`src/sha_pkg.sv`:
```
// ----------------------------------------------------------------------------
// sha_pkg
// Shared types, constants and round functions for the SHA-256 stream hasher.
// ----------------------------------------------------------------------------
package sha_pkg;

    // Request codes
    localparam logic [1:0] REQ_APPEND        = 2'd0;
    localparam logic [1:0] REQ_APPEND_FINISH = 2'd1;
    localparam logic [1:0] REQ_FINISH        = 2'd2;

    localparam logic [7:0] PAD_BYTE   = 8'h80;
    localparam logic [3:0] LEN_HI_IDX = 4'd14;
    localparam logic [3:0] LEN_LO_IDX = 4'd15;
    localparam int         QUEUE_DEPTH = 4;

    typedef struct packed {
        logic [1:0] req_type;
        logic [7:0] data_byte;
    } req_t;

    typedef struct packed {
        logic [31:0] digest_word;
        logic [2:0]  word_index;
        logic        last_word;
    } dig_t;

    // One message word for the compression engine; last marks the final block
    typedef struct packed {
        logic [31:0] word;
        logic        last;
    } qword_t;

    // Queue status seen by a consumer
    typedef struct packed {
        logic   empty;
        qword_t head;
    } qstat_t;

    localparam logic [31:0] IV [8] = '{
        32'h6A09E667, 32'hBB67AE85, 32'h3C6EF372, 32'hA54FF53A,
        32'h510E527F, 32'h9B05688C, 32'h1F83D9AB, 32'h5BE0CD19
    };

    localparam logic [31:0] RK [64] = '{
        32'h428a2f98, 32'h71374491, 32'hb5c0fbcf, 32'he9b5dba5,
        32'h3956c25b, 32'h59f111f1, 32'h923f82a4, 32'hab1c5ed5,
        32'hd807aa98, 32'h12835b01, 32'h243185be, 32'h550c7dc3,
        32'h72be5d74, 32'h80deb1fe, 32'h9bdc06a7, 32'hc19bf174,
        32'he49b69c1, 32'hefbe4786, 32'h0fc19dc6, 32'h240ca1cc,
        32'h2de92c6f, 32'h4a7484aa, 32'h5cb0a9dc, 32'h76f988da,
        32'h983e5152, 32'ha831c66d, 32'hb00327c8, 32'hbf597fc7,
        32'hc6e00bf3, 32'hd5a79147, 32'h06ca6351, 32'h14292967,
        32'h27b70a85, 32'h2e1b2138, 32'h4d2c6dfc, 32'h53380d13,
        32'h650a7354, 32'h766a0abb, 32'h81c2c92e, 32'h92722c85,
        32'ha2bfe8a1, 32'ha81a664b, 32'hc24b8b70, 32'hc76c51a3,
        32'hd192e819, 32'hd6990624, 32'hf40e3585, 32'h106aa070,
        32'h19a4c116, 32'h1e376c08, 32'h2748774c, 32'h34b0bcb5,
        32'h391c0cb3, 32'h4ed8aa4a, 32'h5b9cca4f, 32'h682e6ff3,
        32'h748f82ee, 32'h78a5636f, 32'h84c87814, 32'h8cc70208,
        32'h90befffa, 32'ha4506ceb, 32'hbef9a3f7, 32'hc67178f2
    };

    function automatic logic [31:0] big_sigma0(input logic [31:0] x);
        return {x[1:0], x[31:2]} ^ {x[12:0], x[31:13]} ^ {x[21:0], x[31:22]};
    endfunction

    function automatic logic [31:0] big_sigma1(input logic [31:0] x);
        return {x[5:0], x[31:6]} ^ {x[10:0], x[31:11]} ^ {x[24:0], x[31:25]};
    endfunction

    function automatic logic [31:0] small_sigma0(input logic [31:0] x);
        return {x[6:0], x[31:7]} ^ {x[17:0], x[31:18]} ^ {3'b000, x[31:3]};
    endfunction

    function automatic logic [31:0] small_sigma1(input logic [31:0] x);
        return {x[16:0], x[31:17]} ^ {x[18:0], x[31:19]} ^ {10'd0, x[31:10]};
    endfunction

endpackage

```
`src/sha256_stream_hasher.sv`:
```
// ----------------------------------------------------------------------------
// sha256_stream_hasher
// SHA-256 over a byte stream with a finish request and an eight-word digest.
// ----------------------------------------------------------------------------
// Bytes are taken at most one per cycle and packed into words that queue up
// for the compression engine, which runs one round per cycle. A block costs
// the engine 64 rounds and one chain add, but its first 16 rounds wait on
// words from the four-word queue; bytes of the next block can queue up while
// the engine runs its later rounds, and the input stalls whenever the queue
// is full. A finish request holds the input while the padding and length
// words are queued: 3 to 18 words, one per cycle while the queue has room and
// longer while the engine drains it. The digest leaves through an output
// register as eight transactions, word 0 first, the first of them presented
// once the last round of the final block and its chain add are done.
module sha256_stream_hasher (
    input  logic              clk,
    input  logic              rst_n,
    input  logic              req_valid,
    output logic              req_stall,
    input  sha_pkg::req_t     req,
    output logic              dig_valid,
    input  logic              dig_stall,
    output sha_pkg::dig_t     dig
);

    logic              push, full, pop;
    sha_pkg::qword_t   push_data;
    sha_pkg::qstat_t   stat;

    sha_front u_front (
        .clk       (clk),
        .rst_n     (rst_n),
        .req_valid (req_valid),
        .req_stall (req_stall),
        .req       (req),
        .push      (push),
        .push_data (push_data),
        .full      (full)
    );

    sha_queue u_queue (
        .clk       (clk),
        .rst_n     (rst_n),
        .push      (push),
        .push_data (push_data),
        .full      (full),
        .pop       (pop),
        .stat      (stat)
    );

    sha_back u_back (
        .clk       (clk),
        .rst_n     (rst_n),
        .stat      (stat),
        .pop       (pop),
        .dig_valid (dig_valid),
        .dig_stall (dig_stall),
        .dig       (dig)
    );

endmodule

```
`src/sha_front.sv`:
```
// ----------------------------------------------------------------------------
// sha_front
// Packs message bytes into big-endian words, counts message bits and
// generates the padding and length words on a finish request.
// ----------------------------------------------------------------------------
module sha_front (
    input  logic              clk,
    input  logic              rst_n,
    input  logic              req_valid,
    output logic              req_stall,
    input  sha_pkg::req_t     req,
    output logic              push,
    output sha_pkg::qword_t   push_data,
    input  logic              full
);

    localparam logic [1:0] ST_IDLE = 2'd0;
    localparam logic [1:0] ST_PADW = 2'd1;
    localparam logic [1:0] ST_PAD  = 2'd2;

    logic [1:0]  state_reg, state_next;
    logic [23:0] acc_reg, acc_next;
    logic [1:0]  bcnt_reg, bcnt_next;
    logic [3:0]  widx_reg, widx_next;
    logic [63:0] bits_reg, bits_next;
    logic        len_ok_reg, len_ok_next;
    logic        accept;
    logic        has_byte;

    assign req_stall = (state_reg != ST_IDLE) || full;
    assign accept    = req_valid && !req_stall;
    assign has_byte  = (req.req_type == sha_pkg::REQ_APPEND) ||
                       (req.req_type == sha_pkg::REQ_APPEND_FINISH);

    // Absorb bytes, then walk the padding words
    always_comb
    begin
        state_next  = state_reg;
        acc_next    = acc_reg;
        bcnt_next   = bcnt_reg;
        widx_next   = widx_reg;
        bits_next   = bits_reg;
        len_ok_next = len_ok_reg;
        push        = 1'b0;
        push_data   = '{word: 32'd0, last: 1'b0};
        unique case (state_reg)
            ST_IDLE:
            begin
                if (accept && has_byte)
                begin
                    bits_next = bits_reg + 64'd8;
                    acc_next  = {acc_reg[15:0], req.data_byte};
                    bcnt_next = bcnt_reg + 2'd1;
                    if (bcnt_reg == 2'd3)
                    begin
                        push      = 1'b1;
                        push_data = '{word: {acc_reg, req.data_byte}, last: 1'b0};
                        widx_next = widx_reg + 4'd1;
                    end
                end
                if (accept && (req.req_type == sha_pkg::REQ_APPEND_FINISH ||
                               req.req_type == sha_pkg::REQ_FINISH))
                begin
                    state_next = ST_PADW;
                end
            end
            ST_PADW:
            begin
                unique case (bcnt_reg)
                    2'd0: push_data.word = {sha_pkg::PAD_BYTE, 24'd0};
                    2'd1: push_data.word = {acc_reg[7:0], sha_pkg::PAD_BYTE, 16'd0};
                    2'd2: push_data.word = {acc_reg[15:0], sha_pkg::PAD_BYTE, 8'd0};
                    default: push_data.word = {acc_reg, sha_pkg::PAD_BYTE};
                endcase
                if (!full)
                begin
                    push        = 1'b1;
                    // A pad word in slot 14 or 15 pushes the length into a block of its own; only slot 14
                    // clears len_ok, since a pad word in slot 15 closes the block, so the next one is it
                    len_ok_next = (widx_reg != sha_pkg::LEN_HI_IDX);
                    widx_next   = widx_reg + 4'd1;
                    bcnt_next   = 2'd0;
                    state_next  = ST_PAD;
                end
            end
            ST_PAD:
            begin
                if (len_ok_reg && widx_reg == sha_pkg::LEN_HI_IDX)
                begin
                    push_data.word = bits_reg[63:32];
                end
                else if (len_ok_reg && widx_reg == sha_pkg::LEN_LO_IDX)
                begin
                    push_data = '{word: bits_reg[31:0], last: 1'b1};
                end
                if (!full)
                begin
                    push      = 1'b1;
                    widx_next = widx_reg + 4'd1;
                    if (widx_reg == sha_pkg::LEN_LO_IDX)
                    begin
                        len_ok_next = 1'b1;
                        if (len_ok_reg)
                        begin
                            bits_next  = 64'd0;
                            state_next = ST_IDLE;
                        end
                    end
                end
            end
            default:
            begin
                state_next = ST_IDLE;
            end
        endcase
    end

    always_ff @(posedge clk or negedge rst_n)
    begin
        if (!rst_n)
        begin
            state_reg  <= ST_IDLE;
            bcnt_reg   <= 2'd0;
            widx_reg   <= 4'd0;
            bits_reg   <= 64'd0;
            len_ok_reg <= 1'b0;
        end
        else
        begin
            state_reg  <= state_next;
            bcnt_reg   <= bcnt_next;
            widx_reg   <= widx_next;
            bits_reg   <= bits_next;
            len_ok_reg <= len_ok_next;
        end
    end

    always_ff @(posedge clk)
    begin
        acc_reg <= acc_next;
    end

    a_push_room: assert property (@(posedge clk) disable iff (!rst_n)
        push |-> !full) else $error("front pushed into a full queue");
    a_accept_idle: assert property (@(posedge clk) disable iff (!rst_n)
        accept |-> state_reg == ST_IDLE) else $error("request taken while padding");
    a_len_clears: assert property (@(posedge clk) disable iff (!rst_n)
        (push && push_data.last) |=> bits_reg == 64'd0)
        else $error("bit count not cleared after length word");

endmodule

```
`src/sha_queue.sv`:
```
// ----------------------------------------------------------------------------
// sha_queue
// Small word queue between the front end and the compression engine.
// ----------------------------------------------------------------------------
module sha_queue (
    input  logic              clk,
    input  logic              rst_n,
    input  logic              push,
    input  sha_pkg::qword_t   push_data,
    output logic              full,
    input  logic              pop,
    output sha_pkg::qstat_t   stat
);

    localparam int PW = $clog2(sha_pkg::QUEUE_DEPTH);

    sha_pkg::qword_t mem [sha_pkg::QUEUE_DEPTH];
    logic [PW-1:0] wptr_reg, rptr_reg;
    logic [PW:0]   count_reg;

    assign full       = (count_reg == (PW+1)'(sha_pkg::QUEUE_DEPTH));
    assign stat.empty = (count_reg == '0);
    assign stat.head  = mem[rptr_reg];

    // Store the incoming word
    always_ff @(posedge clk)
    begin
        if (push)
        begin
            mem[wptr_reg] <= push_data;
        end
    end

    // Advance pointers and occupancy
    always_ff @(posedge clk or negedge rst_n)
    begin
        if (!rst_n)
        begin
            wptr_reg  <= '0;
            rptr_reg  <= '0;
            count_reg <= '0;
        end
        else
        begin
            if (push)
            begin
                wptr_reg <= wptr_reg + PW'(1);
            end
            if (pop)
            begin
                rptr_reg <= rptr_reg + PW'(1);
            end
            count_reg <= count_reg + (PW+1)'(push) - (PW+1)'(pop);
        end
    end

endmodule

```
`src/sha_back.sv`:
```
// ----------------------------------------------------------------------------
// sha_back
// Compression engine: one round per cycle when its word is ready, rolling
// 16-word schedule, chain update after round 63, output-registered digest.
// ----------------------------------------------------------------------------
module sha_back (
    input  logic              clk,
    input  logic              rst_n,
    input  sha_pkg::qstat_t   stat,
    output logic              pop,
    output logic              dig_valid,
    input  logic              dig_stall,
    output sha_pkg::dig_t     dig
);

    localparam logic [1:0] ST_RUN = 2'd0;
    localparam logic [1:0] ST_ADD = 2'd1;
    localparam logic [1:0] ST_OUT = 2'd2;

    logic [1:0]  state_reg;
    logic [5:0]  t_reg;
    logic [2:0]  oidx_reg;
    logic        last_reg;
    logic [31:0] v_reg [8];
    logic [31:0] w_reg [16];
    logic [31:0] chain_reg [8];
    logic        dvalid_reg;
    sha_pkg::dig_t dig_reg;

    logic [31:0] s [8];
    logic [31:0] w_sched, w_t, t1, t2, ch, mj;
    logic        need_word, go, load_out;

    assign need_word = (t_reg < 6'd16);
    assign go        = (state_reg == ST_RUN) && (!need_word || !stat.empty);
    assign pop       = go && need_word;
    assign load_out  = (state_reg == ST_OUT) && (!dvalid_reg || !dig_stall);
    assign dig_valid = dvalid_reg;
    assign dig       = dig_reg;

    // Round datapath
    always_comb
    begin
        for (int i = 0; i < 8; i++)
        begin
            s[i] = (t_reg == 6'd0) ? chain_reg[i] : v_reg[i];
        end
        w_sched = sha_pkg::small_sigma1(w_reg[14]) + w_reg[9] +
                  sha_pkg::small_sigma0(w_reg[1]) + w_reg[0];
        w_t = need_word ? stat.head.word : w_sched;
        ch  = (s[4] & s[5]) ^ (~s[4] & s[6]);
        mj  = (s[0] & s[1]) ^ (s[0] & s[2]) ^ (s[1] & s[2]);
        t1  = s[7] + sha_pkg::big_sigma1(s[4]) + ch + sha_pkg::RK[t_reg] + w_t;
        t2  = sha_pkg::big_sigma0(s[0]) + mj;
    end

    // Working variables and schedule
    always_ff @(posedge clk)
    begin
        if (go)
        begin
            v_reg[0] <= t1 + t2;
            v_reg[1] <= s[0];
            v_reg[2] <= s[1];
            v_reg[3] <= s[2];
            v_reg[4] <= s[3] + t1;
            v_reg[5] <= s[4];
            v_reg[6] <= s[5];
            v_reg[7] <= s[6];
            for (int i = 0; i < 15; i++)
            begin
                w_reg[i] <= w_reg[i+1];
            end
            w_reg[15] <= w_t;
        end
        if (load_out)
        begin
            dig_reg <= '{digest_word: chain_reg[oidx_reg], word_index: oidx_reg,
                         last_word: (oidx_reg == 3'd7)};
        end
    end

    // Sequence rounds, chain update and digest output
    always_ff @(posedge clk or negedge rst_n)
    begin
        if (!rst_n)
        begin
            state_reg  <= ST_RUN;
            t_reg      <= 6'd0;
            oidx_reg   <= 3'd0;
            last_reg   <= 1'b0;
            dvalid_reg <= 1'b0;
            for (int i = 0; i < 8; i++)
            begin
                chain_reg[i] <= sha_pkg::IV[i];
            end
        end
        else
        begin
            if (load_out)
            begin
                dvalid_reg <= 1'b1;
            end
            else if (!dig_stall)
            begin
                dvalid_reg <= 1'b0;
            end
            unique case (state_reg)
                ST_RUN:
                begin
                    if (go)
                    begin
                        t_reg <= t_reg + 6'd1;
                        if (t_reg == 6'd15)
                        begin
                            last_reg <= stat.head.last;
                        end
                        if (t_reg == 6'd63)
                        begin
                            state_reg <= ST_ADD;
                        end
                    end
                end
                ST_ADD:
                begin
                    for (int i = 0; i < 8; i++)
                    begin
                        chain_reg[i] <= chain_reg[i] + v_reg[i];
                    end
                    state_reg <= last_reg ? ST_OUT : ST_RUN;
                end
                ST_OUT:
                begin
                    if (load_out)
                    begin
                        oidx_reg <= oidx_reg + 3'd1;
                        if (oidx_reg == 3'd7)
                        begin
                            for (int i = 0; i < 8; i++)
                            begin
                                chain_reg[i] <= sha_pkg::IV[i];
                            end
                            last_reg  <= 1'b0;
                            state_reg <= ST_RUN;
                        end
                    end
                end
                default:
                begin
                    state_reg <= ST_RUN;
                end
            endcase
        end
    end

    a_pop_round: assert property (@(posedge clk) disable iff (!rst_n)
        pop |-> (state_reg == ST_RUN && t_reg < 6'd16))
        else $error("word popped outside the load rounds");
    a_chain_reinit: assert property (@(posedge clk) disable iff (!rst_n)
        (load_out && oidx_reg == 3'd7) |=> chain_reg[0] == sha_pkg::IV[0])
        else $error("chain not reinitialised after digest");
    a_last_flag: assert property (@(posedge clk) disable iff (!rst_n)
        dvalid_reg |-> (dig_reg.last_word == (dig_reg.word_index == 3'd7)))
        else $error("last flag disagrees with word index");

endmodule

```
`config.mk`:
```
export PLATFORM = sky130hd
export DESIGN_NAME = sha256_stream_hasher
export DESIGN_NICKNAME = d
export VERILOG_FILES = /design/src/sha_pkg.sv /design/src/sha256_stream_hasher.sv /design/src/sha_front.sv /design/src/sha_queue.sv /design/src/sha_back.sv
export SDC_FILE = /design/constraint.sdc
export NUM_CORES = 2
export LEC_CHECK = 0
export BUFFER_PORTS_ARGS = -buffer_cell sky130_fd_sc_hd__clkbuf_2
export CORE_MARGIN = 1
export CORE_UTILIZATION = 35
export CTS_CLUSTER_DIAMETER = 200
export DETAILED_ROUTE_END_ITERATION = 10
export PLACE_DENSITY = 0.53
export SLEW_MARGIN = 0
export SYNTH_ARGS = -nofsm -noshare
export SYNTH_HDL_FRONTEND = slang
export SYNTH_SLANG_ARGS = --single-unit
```
`constraint.sdc`:
```
create_clock -name clk -period 57.4 [get_ports clk]
set_clock_uncertainty 0.1 [all_clocks]
set_input_delay 2.87 -clock clk [delete_from_list [all_inputs] [get_ports clk]]
set_output_delay 2.87 -clock clk [all_outputs]
set_load 0.005 [all_outputs]
```
### Yosys cells after proc, flatten, opt, wreduce, memory -nomap -nowiden

Memories as Yosys holds them, arrays and structs flattened.
Index checks and enable logic that the tools add are counted.

* add/subtract/negate cells: 27
* magnitude comparators: 3
* equality and inequality tests: 30
* muxes and demuxes: 68
* bitwise operators: 19
* reduce and logical (&&, ||, !) cells: 43

Operators with widths (number)
* adder 32 bit: 18
* 2-to-1 mux 256 bit: 2
* case mux 256 bit (2 select lines): 1
* 2-to-1 mux 32 bit: 14
* XOR 32 bit: 9
* 2-to-1 mux 64 bit: 4
* case mux 32 bit (3 select lines): 2
* AND 32 bit: 5
* case mux 64 bit (2 select lines): 1
* 2-to-1 mux 33 bit: 3
* binary-select mux 32 bit (select 3 bit): 1
* adder 64 x 4 -> 64 bit, second input constant: 1
* inverter 32 bit: 1
* XOR 32 x 22 -> 32 bit: 1
* XOR 32 x 29 -> 32 bit: 1
* 2-to-1 mux 2 bit: 12
* 2-to-1 mux 1 bit: 17
* inequality test 2 x 1 -> 1 bit, second input constant: 8
* AND reduction 5 bit: 3
* nonzero test 2 bit: 7
* 2-to-1 mux 4 bit: 3
* inequality test 2 bit, second input constant: 6
* case mux 2 bit (3 select lines): 2
* AND reduction 4 bit: 3
* 30 further kinds: 65

* register bits after elaboration: 409
* RAM bits: 900
* ROM bits: 2048
* bits of input ports: 14
* output and inout port bits: 38
* logic and storage cells: 219
* memories kept: 4

Memory list
* (no name shown): depth 64, bits a word 32, read ports 1, clocked after memory_dff 0, wr ports 0, RTL line sha_back.sv:53 `t1 = s[7] + sha_pkg::big_sigma1(s[4]) + ch + sha_pkg::RK[t_reg] + w_t;`
* u_back.w_reg: depth 16, bits a word 32, read ports 16, clocked after memory_dff 0, wr ports 16, RTL line sha_back.sv:25 `logic [31:0] w_reg [16];`
* u_back.v_reg: depth 8, bits a word 32, read ports 8, clocked after memory_dff 0, wr ports 8, RTL line sha_back.sv:24 `logic [31:0] v_reg [8];`
* u_queue.mem: depth 4, bits a word 33, read ports 1, clocked after memory_dff 0, wr ports 1, RTL line sha_queue.sv:17 `sha_pkg::qword_t mem [sha_pkg::QUEUE_DEPTH];`

### Longest topological paths before layout

* depth in word-level cells: 9
* gate-level depth with buffers: 43
* mapped depth without buffers: 43

### Modules after synthesis

From an unflattened synthesis, not the netlist that was laid out.

* cell total of the unflattened synthesis: 6618
* area total of the unflattened synthesis: 77107.7 um^2

By module, submodules not included
* sha_back: instances 1, cells each 5826, area each 66510.0 um^2, sequential area each 31044.8 um^2
* sha_front: instances 1, cells each 585, area each 5395.2 um^2, sequential area each 2472.4 um^2
* sha_queue: instances 1, cells each 207, area each 5202.5 um^2, sequential area each 4139.0 um^2

### Worst setup path after synthesis

No wires, ideal clock.

* path kind: register to register
* from: register u_back.t_reg[5]
* to: memory u_back.v_reg[0][0], enable pin
* library setup time: 6.002 ns
* arrival time: 15.173 ns
* data required time: 51.298 ns
* slack: 36.125 ns
* stages on the path, launching flop included: 6
* path buffers: 1
* period minus slack after synthesis: 21.275 ns
* cell sequence: dfrtp_1 clkbuf_1 or2_2 nor4_1 nand2b_1 clkinv_1

RTL lines
* start: declaration: RTL line sha_back.sv:21 `logic [5:0] t_reg;`
* start signal: assignment: RTL line sha_back.sv:113 `t_reg <= t_reg + 6'd1;`
* end: declaration: RTL line sha_back.sv:24

==> results.txt <==
Cts hold-fix bufs: 0
Post-synth top area share: 37.3%
Num CTS Buffers: 155
CTS Root Cell: clkbuf_16
Top post-synthesis cells by area: edfxtp_1, ha_1, dfrtp_1
Status: completed
TritonCTS Sinks: 1306
Post-synthesis sequential area ratio: 48.7%
Tightest Pin Transition: 1.24 ns
Placer congestion estimate: 0.937
Ratio of cells with drive above 1 in the final layout: 13.6%
Post-synth ARST share: 26.5%
Crit path time final: 12.20 ns
DRT Pass-1 Iters: 8
Initial DRC count: 5108
Mapped cell area: 77300 um^2
Slowest-stage cell, CP: buf_4
Vias after detailed routing: 52922
Final ANT Viol Nets: 0
I/O pin count: 52
Syn nets: 7218
Setup repair bufs after CTS: 0
Synth warn: 0
Most used cell, CP: inv_1
Die height: 472 um
H-tree depth: 4
Vias per cell: 5.47
Most common cell in the netlist: edfxtp_1
Crit Path Class: reg2reg
Rel. slew slack: 16.6%
F_max: 81.9 MHz
Final period utilization: 21.3%
Worst setup SP type: flip-flop
Primary FF master, synth: edfxtp_1
Initial antenna violation count: 3
Initial Utilization: 35.2%
Synth Register Bits: 1306
RSZ-0062 raised after global routing: no
Crit path capture type: flip-flop
Pin count of the biggest net entering global routing: 101
Maxcap violations: 0
Gr ovfl total: 0
Resized Gates After CTS: 0
Final hold violation count: 0
Post-synth EDFFs: 960
Crit-path max cell delay: 0.71 ns
DIE WIDTH: 472 um
Wire per inst: 24.9 um
Yosys cell types: 107
Number of remaining DRC errors: 0
Final Max Tran Viols: 0
DP HPWL: 178000 um
Row count: 172
Core area: 220000 um^2
CTS clk-pin slew, worst paths: 0.07 ns
Yosys top cell by area: edfxtp_1
Setup violators final: 0
Syn_area_per_cell: 11.7 um^2
Most instantiated cells after synthesis: edfxtp_1, a21oi_1, inv_1
Crit-path leading delay family: compound AO/OA/AOI/OAI gates
Worst Path Buf+Inv: 9
All-Layer GR Usage: 21.4%
Worst min path class: reg2reg
Fin nets: 7307
Number of flip-flops in the largest register: 512
Total die area: 223000 um^2
Setup TNS: 0 ns
Port Buf Inserts: 51
Clk_lat worst skew: 0.83 ns
Worst Path Arrival: 12.63 ns
Global-route wire length before repair: 353000 um
Vias in the first global route: 51025
Final wirelength: 241000 um
TritonCTS clock tree: built
Clock Path Buffers: 3
CP required: 57.83 ns
Mapped Cells: 6583
Syn-to-layout area delta: 11.7%
CP Max Fanout: 45
cell usage in the layout (no fill, tap or decap), drive strengths merged, types with 136 or more instances in the layout:
cell    count
edfxtp    960
a21oi     478
inv       459
nor2      449
nand2     431
ha        425
xnor2     425
o21ai     339
clkbuf    257
mux2      235
dfrtp     210
fa        196
xor2      189
a21o      178
dfstp     136
kinds of logic after synthesis:
family	Yosys count	synth area share [%]
compound gates	1504	12.3
fa+ha+maj	638	12.2
simple gates	1405	8.50
mux	452	8.00
xor+xnor	615	7.00
buf+inv	663	3.26
flops	1306	48.7
metrics by stage:
stage	utilization (%)	instances	setup WS [ns]	hold slack [ns]	instance area (um^2)
after global routing	39.3	9674	44.62	0.316	86400
after global placement	36.9	9386	45.52	0.300	81100
after floorplan	-	6583	36.12	0.300	77300
after CTS	39.3	9673	45.45	0.300	86400
final	39.3	9675	45.20	0.307	86400
after detailed placement	36.9	9386	45.48	0.305	81100
layer usage:
metal | part of all wire [%] | wire length (um) | up-vias | global-route usage [%]
met2 | 44 | 106000 | 1651 | 32.1
met4 | 2.8 | 6790 | 0 | 6.63
li1 | - | - | 24152 | -
met5 | 0 | 0 | - | 0
met1 | 47 | 114000 | 26824 | 31.6
met3 | 5.9 | 14300 | 295 | 3.07
final timing paths:
path | from | slack, ns | cells past startpoint | to
worst max-delay path | u_back.t_reg[1] | 45.20 | 39 | u_back.v_reg[0][31]
worst min-delay path | u_back.w_reg[0][102] | 0.31 | 0 | u_back.w_reg[0][70]
worst max register to register | u_back.t_reg[1] | 45.20 | 39 | u_back.v_reg[0][31]
worst min register to register | u_back.w_reg[0][102] | 0.31 | 0 | u_back.w_reg[0][70]
max in group asynchronous | rst_n | 52.38 | 4 | u_queue.rptr_reg[0]
min in group asynchronous | rst_n | 1.96 | 1 | u_back.oidx_reg[0]
final cells by class:
class | instances | area [um^2]
well taps | 2871 | 3590
clock buffers | 207 | 4270
fillers | 21043 | 133000
repair buffers | 142 | 961
flip-flops and latches | 1306 | 37700
inverters | 453 | 1710
diodes | 2 | 5.00
clock inverters | 80 | 987
multi-input cells | 4614 | 37200
Power is left out: the tool's default activity adds up to more than one toggle a clock period on the data nets, which glitch-free logic cannot reach.
